--- config.mk ---
export PLATFORM = sky130hd
export DESIGN_NAME = servo_packet_deframer
export DESIGN_NICKNAME = d
export VERILOG_FILES = /design/src/hdl/spd_pkg.sv /design/src/hdl/spd_front.sv /design/src/hdl/spd_engine.sv /design/src/hdl/servo_packet_deframer.sv
export SDC_FILE = /design/constraint.sdc
export NUM_CORES = 2
export LEC_CHECK = 0
export BUFFER_PORTS_ARGS = -buffer_cell sky130_fd_sc_hd__buf_4
export CAP_MARGIN = 20
export CORE_UTILIZATION = 34
export CTS_CLUSTER_DIAMETER = 40
export DETAILED_ROUTE_END_ITERATION = 6
export PLACE_DENSITY = 0.6
export SLEW_MARGIN = 20
export SYNTH_ARGS = -nofsm -noshare
export SYNTH_HDL_FRONTEND = slang
export SYNTH_SLANG_ARGS = --single-unit
--- constraint.sdc ---
create_clock -name clk -period 14.3 [get_ports clk]
set_input_delay 2.86 -clock clk [delete_from_list [all_inputs] [get_ports clk]]
set_output_delay 2.86 -clock clk [all_outputs]
set_load 0.03 [all_outputs]
--- src/hdl/spd_pkg.sv ---
// Package for the servo packet deframer: item and result types, protocol bytes, CRC step.
// Used by spd_front, spd_engine and servo_packet_deframer.
`timescale 1ns / 1ps
package spd_pkg;

	typedef enum logic [1:0] {
		K_BYTE = 2'd0,
		K_TICK = 2'd1,
		K_POP  = 2'd2,
		K_NONE = 2'd3
	} item_kind_t;

	typedef struct packed {
		item_kind_t  kind;
		logic [7:0]  data;
	} item_t;

	typedef struct packed {
		logic        packet_done;
		logic        packet_ready;
		logic [7:0]  packet_id;
		logic [7:0]  instruction;
		logic [7:0]  error_code;
		logic [7:0]  payload_count;
		logic [7:0]  read_data;
		logic        read_valid;
		logic        busy_res;
	} result_t;

	localparam logic [7:0]  SYNC_BYTE    = 8'hFF;
	localparam logic [7:0]  HDR3_BYTE    = 8'hFD;
	localparam logic [7:0]  HDR4_BYTE    = 8'h00;
	localparam logic [7:0]  STATUS_INSTR = 8'h55;
	localparam logic [15:0] CRC_POLY     = 16'h8005;

	// One byte of CRC-16, MSB first
	function automatic logic [15:0] crc_step(input logic [15:0] crc, input logic [7:0] b);
		logic [15:0] c;
		c = crc ^ {b, 8'h00};
		for (int i = 0; i < 8; i++) begin
			if (c[15]) c = {c[14:0], 1'b0} ^ CRC_POLY;
			else c = {c[14:0], 1'b0};
		end
		return c;
	endfunction

	localparam logic [15:0] HDR_CRC =
		crc_step(crc_step(crc_step(crc_step(16'h0000, SYNC_BYTE), SYNC_BYTE), HDR3_BYTE),
			HDR4_BYTE);

endpackage

--- src/hdl/spd_front.sv ---
// Front end: accepts requests, classifies the action, holds them in a two-entry queue.
// Depends on spd_pkg.
`timescale 1ns / 1ps
module spd_front (
	input  logic              clk,
	input  logic              arst_n,
	input  logic              push,
	output logic              full,
	input  logic [1:0]        action,
	input  logic [7:0]        data_byte,
	output logic              item_valid,
	output spd_pkg::item_t    item,
	input  logic              item_take
);
	import spd_pkg::*;

	item_t      slot_q [2];
	logic       wr_q;
	logic       rd_q;
	logic [1:0] cnt_q;
	logic       put;
	logic       take;
	item_kind_t kind;

	// Classify the action code
	always_comb begin
		unique case (action)
			2'd0: kind = K_BYTE;
			2'd1: kind = K_TICK;
			2'd2: kind = K_POP;
			default: kind = K_NONE;
		endcase
	end

	assign full       = (cnt_q == 2'd2);
	assign put        = push && !full;
	assign item_valid = (cnt_q != 2'd0);
	assign take       = item_take && item_valid;
	assign item       = slot_q[rd_q];

	// Store the request
	always_ff @(posedge clk) begin
		if (put) slot_q[wr_q] <= '{kind: kind, data: data_byte};
	end

	// Advance pointers and count
	always_ff @(posedge clk or negedge arst_n) begin
		if (!arst_n) begin
			wr_q  <= 1'b0;
			rd_q  <= 1'b0;
			cnt_q <= 2'd0;
		end else begin
			if (put) wr_q <= !wr_q;
			if (take) rd_q <= !rd_q;
			cnt_q <= cnt_q + {1'b0, put} - {1'b0, take};
		end
	end
endmodule

--- src/hdl/spd_engine.sv ---
// Back end: frame parser, CRC check, payload store and result queue.
// Depends on spd_pkg.
`timescale 1ns / 1ps
module spd_engine #(
	parameter int MAX_LENGTH   = 250,
	parameter int BUFFER_DEPTH = 256
) (
	input  logic              clk,
	input  logic              arst_n,
	input  logic              item_valid,
	input  spd_pkg::item_t    item,
	output logic              item_take,
	input  logic [7:0]        timeout_limit,
	input  logic              res_pop,
	output logic              res_empty,
	output spd_pkg::result_t  res
);
	import spd_pkg::*;

	localparam int IW = $clog2(BUFFER_DEPTH);
	localparam int LW = $clog2(MAX_LENGTH + 1);
	localparam int OD = 4;

	typedef enum logic [2:0] {
		ST_HUNT, ST_HDR2, ST_HDR3, ST_HDR4, ST_ID, ST_LENLO, ST_LENHI, ST_BODY
	} pstate_t;

	pstate_t     st_q, st_n, st_e;
	logic [7:0]  idle_q, idle_n;
	logic [15:0] crc_q, crc_n;
	logic [15:0] flen_q, flen_n;
	logic [LW-1:0] left_q, left_n;
	logic [7:0]  rcrc_q, rcrc_n;
	logic [7:0]  id_q, id_n;
	logic [7:0]  instr_q, instr_n;
	logic [7:0]  err_q, err_n;
	logic [7:0]  first_q, second_q;
	logic [IW-1:0] widx_q, widx_n;
	logic [IW-1:0] ridx_q, ridx_n;
	logic [LW-1:0] rleft_q, rleft_n;
	logic        rdy_q, rdy_n;
	logic        done;
	logic        wr_en;
	logic        rd_en;
	logic [7:0]  d;
	logic [15:0] rcv_full;
	logic [LW-1:0] bl_dec;
	logic [7:0]  acc_instr;
	logic [7:0]  acc_err;
	logic        go;

	logic [7:0]  mem [BUFFER_DEPTH];
	logic [7:0]  rdata_s2;
	result_t     res_s2;
	logic        v_s2;

	result_t     oq_q [OD];
	logic [1:0]  owr_q, ord_q;
	logic [2:0]  ocnt_q;
	logic        opop;
	result_t     res_in;

	// Issue only while the result queue has room for everything in flight
	assign go        = item_valid && ({1'b0, ocnt_q} + {3'b000, v_s2} <= 4'd2);
	assign item_take = go;
	assign d         = item.data;

	// Parser next state
	always_comb begin
		st_n    = st_q;
		idle_n  = idle_q;
		crc_n   = crc_q;
		flen_n  = flen_q;
		left_n  = left_q;
		rcrc_n  = rcrc_q;
		id_n    = id_q;
		instr_n = instr_q;
		err_n   = err_q;
		widx_n  = widx_q;
		ridx_n  = ridx_q;
		rleft_n = rleft_q;
		rdy_n   = rdy_q;
		done    = 1'b0;
		wr_en   = 1'b0;
		rd_en   = 1'b0;
		st_e    = (idle_q > timeout_limit) ? ST_HUNT : st_q;
		bl_dec  = (left_q != '0) ? left_q - LW'(1) : left_q;
		rcv_full = {d, rcrc_q};
		acc_instr = (widx_q == '0) ? d : first_q;
		acc_err   = (widx_q == IW'(1)) ? d : second_q;
		unique case (item.kind)
			K_BYTE: begin
				rdy_n  = 1'b0;
				idle_n = 8'd0;
				unique case (st_e)
					ST_HUNT: begin
						if (d == SYNC_BYTE) begin
							st_n = ST_HDR2; widx_n = '0; crc_n = 16'h0000;
						end else st_n = ST_HUNT;
					end
					ST_HDR2: st_n = (d == SYNC_BYTE) ? ST_HDR3 : ST_HUNT;
					ST_HDR3: begin
						if (d == HDR3_BYTE) st_n = ST_HDR4;
						else if (d == SYNC_BYTE) begin
							st_n = ST_HDR2; widx_n = '0; crc_n = 16'h0000;
						end else st_n = ST_HUNT;
					end
					ST_HDR4: begin
						if (d == HDR4_BYTE) begin
							crc_n = HDR_CRC; st_n = ST_ID;
						end else if (d == SYNC_BYTE) begin
							st_n = ST_HDR2; widx_n = '0; crc_n = 16'h0000;
						end else st_n = ST_HUNT;
					end
					ST_ID: begin
						if (d != SYNC_BYTE) begin
							id_n = d; crc_n = crc_step(crc_q, d); st_n = ST_LENLO;
						end else begin
							st_n = ST_HDR2; widx_n = '0; crc_n = 16'h0000;
						end
					end
					ST_LENLO: begin
						flen_n = {8'h00, d};
						crc_n  = crc_step(crc_q, d);
						st_n   = ST_LENHI;
					end
					ST_LENHI: begin
						flen_n = {d, flen_q[7:0]};
						if (flen_n == 16'd0 || flen_n > 16'(MAX_LENGTH)) st_n = ST_HUNT;
						else begin
							if (flen_n >= 16'd2) crc_n = crc_step(crc_q, d);
							left_n = flen_n[LW-1:0];
							rcrc_n = 8'h00;
							widx_n = '0;
							st_n   = ST_BODY;
						end
					end
					default: begin
						wr_en  = 1'b1;
						widx_n = (widx_q == IW'(BUFFER_DEPTH - 1)) ? '0 : widx_q + IW'(1);
						if (left_q > LW'(2)) crc_n = crc_step(crc_q, d);
						left_n = bl_dec;
						if (bl_dec == LW'(1)) rcrc_n = d;
						else if (bl_dec == '0) begin
							st_n = ST_HUNT;
							if (rcv_full == crc_q) begin
								done    = 1'b1;
								rdy_n   = 1'b1;
								instr_n = acc_instr;
								if (acc_instr == STATUS_INSTR) begin
									err_n   = (flen_q >= 16'd2) ? acc_err : 8'h00;
									ridx_n  = IW'(2);
									rleft_n = (flen_q > 16'd4) ? LW'(flen_q - 16'd4) : '0;
								end else begin
									err_n   = 8'h00;
									ridx_n  = IW'(1);
									rleft_n = (flen_q > 16'd3) ? LW'(flen_q - 16'd3) : '0;
								end
							end
						end
					end
				endcase
			end
			K_TICK: begin
				if (idle_q != 8'hFF) idle_n = idle_q + 8'd1;
			end
			K_POP: begin
				if (rleft_q != '0) begin
					rd_en   = 1'b1;
					ridx_n  = (ridx_q == IW'(BUFFER_DEPTH - 1)) ? '0 : ridx_q + IW'(1);
					rleft_n = rleft_q - LW'(1);
				end
			end
			default: ;
		endcase
	end

	// Hold parser state
	always_ff @(posedge clk or negedge arst_n) begin
		if (!arst_n) begin
			st_q    <= ST_HUNT;
			idle_q  <= 8'd0;
			crc_q   <= 16'h0000;
			flen_q  <= 16'd0;
			left_q  <= '0;
			rcrc_q  <= 8'h00;
			id_q    <= 8'h00;
			instr_q <= 8'h00;
			err_q   <= 8'h00;
			widx_q  <= '0;
			ridx_q  <= '0;
			rleft_q <= '0;
			rdy_q   <= 1'b0;
			v_s2    <= 1'b0;
		end else begin
			v_s2 <= go;
			if (go) begin
				st_q    <= st_n;
				idle_q  <= idle_n;
				crc_q   <= crc_n;
				flen_q  <= flen_n;
				left_q  <= left_n;
				rcrc_q  <= rcrc_n;
				id_q    <= id_n;
				instr_q <= instr_n;
				err_q   <= err_n;
				widx_q  <= widx_n;
				ridx_q  <= ridx_n;
				rleft_q <= rleft_n;
				rdy_q   <= rdy_n;
			end
		end
	end

	// Payload store, first two entries shadowed for the instruction and error bytes
	always_ff @(posedge clk) begin
		if (go && wr_en) begin
			mem[widx_q] <= d;
			if (widx_q == '0) first_q <= d;
			if (widx_q == IW'(1)) second_q <= d;
		end
		if (go && rd_en) rdata_s2 <= mem[ridx_q];
		if (go) begin
			res_s2.packet_done   <= done;
			res_s2.packet_ready  <= rdy_n;
			res_s2.packet_id     <= rdy_n ? id_n : 8'h00;
			res_s2.instruction   <= instr_n;
			res_s2.error_code    <= err_n;
			res_s2.payload_count <= (rdy_n && flen_n > 16'd3) ? 8'(flen_n - 16'd3) : 8'h00;
			res_s2.read_data     <= 8'h00;
			res_s2.read_valid    <= rd_en;
			res_s2.busy_res      <= (st_n != ST_HUNT);
		end
	end

	// Merge the read data into the result
	always_comb begin
		res_in = res_s2;
		res_in.read_data = res_s2.read_valid ? rdata_s2 : 8'h00;
	end

	// Result queue
	assign res_empty = (ocnt_q == 3'd0);
	assign opop      = res_pop && !res_empty;
	assign res       = oq_q[ord_q];

	always_ff @(posedge clk) begin
		if (v_s2) oq_q[owr_q] <= res_in;
	end

	always_ff @(posedge clk or negedge arst_n) begin
		if (!arst_n) begin
			owr_q  <= 2'd0;
			ord_q  <= 2'd0;
			ocnt_q <= 3'd0;
		end else begin
			if (v_s2) owr_q <= owr_q + 2'd1;
			if (opop) ord_q <= ord_q + 2'd1;
			ocnt_q <= ocnt_q + {2'b00, v_s2} - {2'b00, opop};
		end
	end
endmodule

--- src/hdl/servo_packet_deframer.sv ---
// Servo packet deframer: input queue, parser and result register, then the result queue.
// One request per cycle (parser step and store port) while the result queue has room.
// Results wait in a four-entry queue; the input queue holds two requests.
// Reset (arst_n low) hunts for the header, clears control state, timeout limit 5.
// Top level; depends on spd_pkg, spd_front, spd_engine.
`timescale 1ns / 1ps
module servo_packet_deframer #(
	parameter int MAX_LENGTH   = 250,
	parameter int BUFFER_DEPTH = 256
) (
	input  logic       clk,
	input  logic       arst_n,
	input  logic       push,
	output logic       full,
	input  logic [1:0] action,
	input  logic [7:0] data_byte,
	output logic       empty,
	input  logic       pop,
	output logic       packet_done,
	output logic       packet_ready,
	output logic [7:0] packet_id,
	output logic [7:0] instruction,
	output logic [7:0] error_code,
	output logic [7:0] payload_count,
	output logic [7:0] read_data,
	output logic       read_valid,
	output logic       busy_res,
	input  logic       cfg_valid,
	output logic       cfg_ready,
	input  logic [7:0] cfg_data
);
	import spd_pkg::*;

	item_t      item;
	logic       item_valid;
	logic       item_take;
	result_t    res;
	logic [7:0] timeout_q;

	// Configuration register
	assign cfg_ready = 1'b1;
	always_ff @(posedge clk or negedge arst_n) begin
		if (!arst_n) timeout_q <= 8'd5;
		else if (cfg_valid) timeout_q <= cfg_data;
	end

	spd_front u_front (
		.clk, .arst_n, .push, .full, .action, .data_byte,
		.item_valid, .item, .item_take
	);

	spd_engine #(.MAX_LENGTH(MAX_LENGTH), .BUFFER_DEPTH(BUFFER_DEPTH)) u_engine (
		.clk, .arst_n, .item_valid, .item, .item_take,
		.timeout_limit(timeout_q), .res_pop(pop), .res_empty(empty), .res
	);

	assign packet_done   = res.packet_done;
	assign packet_ready  = res.packet_ready;
	assign packet_id     = res.packet_id;
	assign instruction   = res.instruction;
	assign error_code    = res.error_code;
	assign payload_count = res.payload_count;
	assign read_data     = res.read_data;
	assign read_valid    = res.read_valid;
	assign busy_res      = res.busy_res;
endmodule

==> flow_summary.json <==
{
  "grt_pass1_wl_microns": 368600,
  "setup_viol": 0,
  "multi_input_area_sq_mm": 0.02309,
  "hold_start": "u_engine.res_in[30]$_DFFE_PP_",
  "worst_pin_slew_ns": 1.134,
  "cts_sinks": 2432,
  "vias": 50240,
  "clkTransAtPathRegs_ns": 0.06,
  "drive_above_1_share": 0.2709,
  "fin_crit_sh": 0.4303,
  "cts_buffer_depth": 4,
  "cts_hold_buf": 0,
  "synth-edff-count": 2304,
  "antenna_found_initial": 12,
  "p_leak_uw": 0.03563,
  "wl_microns": 256400,
  "cts_resized": 0,
  "cp.arrival_ns": 6.67,
  "gp_congestion": 0.8452,
  "rows": 195,
  "max_stage_delay_ns": 0.96,
  "netlist_area_sq_mm": 0.09700,
  "path_max_fanout": 38,
  "status": "completed",
  "start_util": 0.3427,
  "clk_latency_ns": 0.96,
  "internal_power_uw": 14920,
  "area_delta_synth_final_pct": 17.36,
  "layout_common_cells": "2304 x edfxtp_1, 602 x mux4_2, 363 x clkbuf_16",
  "dr.pass1.iters": 5,
  "cpMaxStageDelayCell": "nand4_1",
  "hold_ws_ns": 0.4740,
  "drt_iter0_drc": 6081,
  "port_buffers": 68,
  "cts_inserted_buffers": 358,
  "r2r_start": "u_engine.v_s2$_DFF_PN0_",
  "hold_class": "flip-flop to flip-flop",
  "clkPwrFrac": 0.434,
  "synth-main-ff-cell": "edfxtp_1",
  "ff_latch_area_sq_mm": 0.07241,
  "ys_seq_area_frac": 0.7463,
  "path_buf_inv": 2,
  "place_hpwl_microns": 151200,
  "max_cap_viol_count": 0,
  "ys_ff_latch": 2432,
  "vdd_drop_max_mv": 0.1623,
  "final_nets": 5206,
  "period_needed_ns": 6.154,
  "grt_start_max_net_pins": 177,
  "path_cells": "ha_1, ha_1, a22oi_1, o211ai_1, nor2_1, nand2_1, nor3_4, buf_4, nand4_1, buf_4, nor2_1",
  "die_area_sq_mm": 0.2874,
  "htreeDepth": 5,
  "critical_path.top_delay_family": "simple AND/OR/NAND/NOR gates",
  "comb_power_share": 0.117,
  "rrSetupSlack_ns": 8.15,
  "worst_ep_required_time_ns": 14.81,
  "core_region_area_sq_mm": 0.2830,
  "async_reset_ff_frac": 0.05263,
  "clock_skew_ns": 0.1036,
  "grt_usage": 0.1770,
  "tns_ns": 0,
  "yosys_warnings": 0,
  "grt_pass1_vias": 50130,
  "fp.dieW_microns": 536.1,
  "wire_per_inst_microns": 27.98,
  "p_switching_uw": 5214,
  "finalCoreUtilization": 0.4023,
  "min_to": "u_engine.oq_q[0][30]$_DFFE_PP_",
  "via_per_inst": 5.481,
  "worst_r2r_path_depth": 11,
  "hold_depth": 0,
  "cts_tree": "yes",
  "p_seq_frac": 0.449,
  "mostFrequentLayoutCell": "edfxtp_1",
  "cts_setup_buffers": 0,
  "finalHoldViolCount": 0,
  "cp.depth": 11,
  "postSynthCellCount": 4892,
  "power.density_mw_per_mm2": 176.8,
  "die_y_microns": 536.1,
  "max_freq_ghz": 0.1625,
  "crit_type": "flip-flop to flip-flop",
  "io_pins": 70,
  "postSynthAreaPerCell_sq_um": 19.83,
  "remaining_drc_errors": 0,
  "n_fill_cell": 24940,
  "clockRootBuffer": "clkbuf_16",
  "ys_types": 99,
  "r2r-end": "u_engine.mem[173][3]$_DFFE_PP_",
  "overflow": 0,
  "switching_share": 0.2590,
  "report.final.slew_viol_count": 0,
  "rsz0062_at_grt": "no",
  "syn-num-nets": 4954,
  "endpoint_kind": "flip-flop",
  "cp-start-kind": "flip-flop",
  "drtAntennaViolNets": 0,
  "relSlewSlack": 0.2441
}
[cell usage after synthesis (7+ instances only)]
library cell,count,area (sq um)
a2111oi_0,11,96.34
a211oi_1,33,247.7
a21oi_1,82,410.4
a22o_1,36,315.3
a22oi_1,41,307.8
a31oi_1,17,106.4
a32oi_1,8,70.07
and2_1,26,162.7
and3_1,11,68.82
buf_1,20,75.07
buf_2,69,345.3
buf_4,58,435.4
clkbuf_1,129,484.2
dfrtp_1,126,3153
edfxtp_1,2304,69190
ha_1,38,475.5
inv_1,49,183.9
mux2_1,8,90.09
mux2_2,46,518.0
mux2i_1,69,690.7
mux4_2,602,13560
nand2_1,211,792.0
nand2b_1,14,87.58
nand3_1,65,325.3
nand3b_1,7,52.55
nand4_1,21,131.4
nor2_1,349,1310
nor2b_1,39,244.0
nor3_1,34,170.2
nor4_1,17,106.4
o211ai_1,15,112.6
o21ai_0,97,485.5
o22ai_1,26,162.7
o2bb2ai_1,13,113.9
o31ai_1,12,90.09
or3_1,13,81.33
xnor2_1,30,262.8
xor2_1,20,175.2
[cells by family (layout without fill, tap and decap cells)]
logic type / Yosys count / count (layout) / synth area share
compound gates: 457 / 457 / 0.03226
xor+xnor: 53 / 53 / 0.005082
fa+ha+maj: 39 / 39 / 0.005108
buf+inv: 335 / 861 / 0.01659
flops: 2432 / 2432 / 0.7463
mux: 732 / 732 / 0.1546
other cells: 1 / 7 / 0.00003866
simple gates: 843 / 843 / 0.04002
[state kept, by name, indices dropped and copies added, names as in the netlist, 16 cells and up]
register	flops
u_engine.crc_q	16
u_engine.res_in	36
u_front.slot_q	20
u_engine.mem	2048
u_engine.flen_q	16
u_engine.oq_q	176
[worst reg2reg max path: cells and delay by family (launching register included)]
| kind | cells | cell delay, ns |
|---|---|---|
| buf+inv | 2 | 1.26 |
| flops | 1 | 0.46 |
| fa+ha+maj | 2 | 0.53 |
| simple gates | 5 | 3.02 |
| compound gates | 2 | 0.44 |
[layer usage]
layer,share of wire,vias up,track usage,wire length (microns)
li1,-,20700,-,-
met1,0.41,26710,0.2486,105800
met2,0.47,2387,0.2735,119300
met3,0.091,443,0.03683,23410
met4,0.031,0,0.05978,7945
met5,0,-,0,0
[power by group through the flow]
stage	logic (uW)	registers [uW]	clock network [uW]
after detailed placement	2390	9180	0
final	2360	9030	8740
after floorplan	1350	9300	0
after global routing	2530	9060	9140
after CTS	2390	9040	8850
after global placement	2310	9160	0
[per-stage QoR]
stage	worst slack [ns]	area (sq um)	std cells	power, uW
4_1_cts	8.233	113800	9159	20280
2_1_floorplan	7.757	97000	4892	10650
5_1_grt	7.954	113800	9163	20730
6_report	8.146	113800	9167	20130
3_5_place_dp	8.306	101800	8525	11570
3_3_place_gp	8.365	101800	8525	11470
[final cells by class]
type | instances | area share
inverter | 53 | 0.002319
clock buffer | 395 | 0.08128
antenna | 6 | 0.0001319
tap | 3743 | 0.04114
clock inverter | 239 | 0.02386
sequential | 2432 | 0.6360
multi-input combinational | 2125 | 0.2028
timing repair buffer | 174 | 0.01243
[how the worst max path moves through the flow]
stage / from / to / slack [ns]
global placement: u_engine.v_s2$_DFF_PN0_ / u_engine.mem[173][1]$_DFFE_PP_ / 8.37
finish: u_engine.v_s2$_DFF_PN0_ / u_engine.mem[173][3]$_DFFE_PP_ / 8.15
floorplan: u_front.rd_q$_DFFE_PN0P_ / u_engine.ridx_q[0]$_DFFE_PN0P_ / 7.76
CTS: u_engine.v_s2$_DFF_PN0_ / u_engine.mem[173][3]$_DFFE_PP_ / 8.23
global route: u_engine.v_s2$_DFF_PN0_ / u_engine.mem[173][0]$_DFFE_PP_ / 7.95
detailed placement: u_engine.v_s2$_DFF_PN0_ / u_engine.mem[173][1]$_DFFE_PP_ / 8.31
Power figures use the tool's default switching activity.
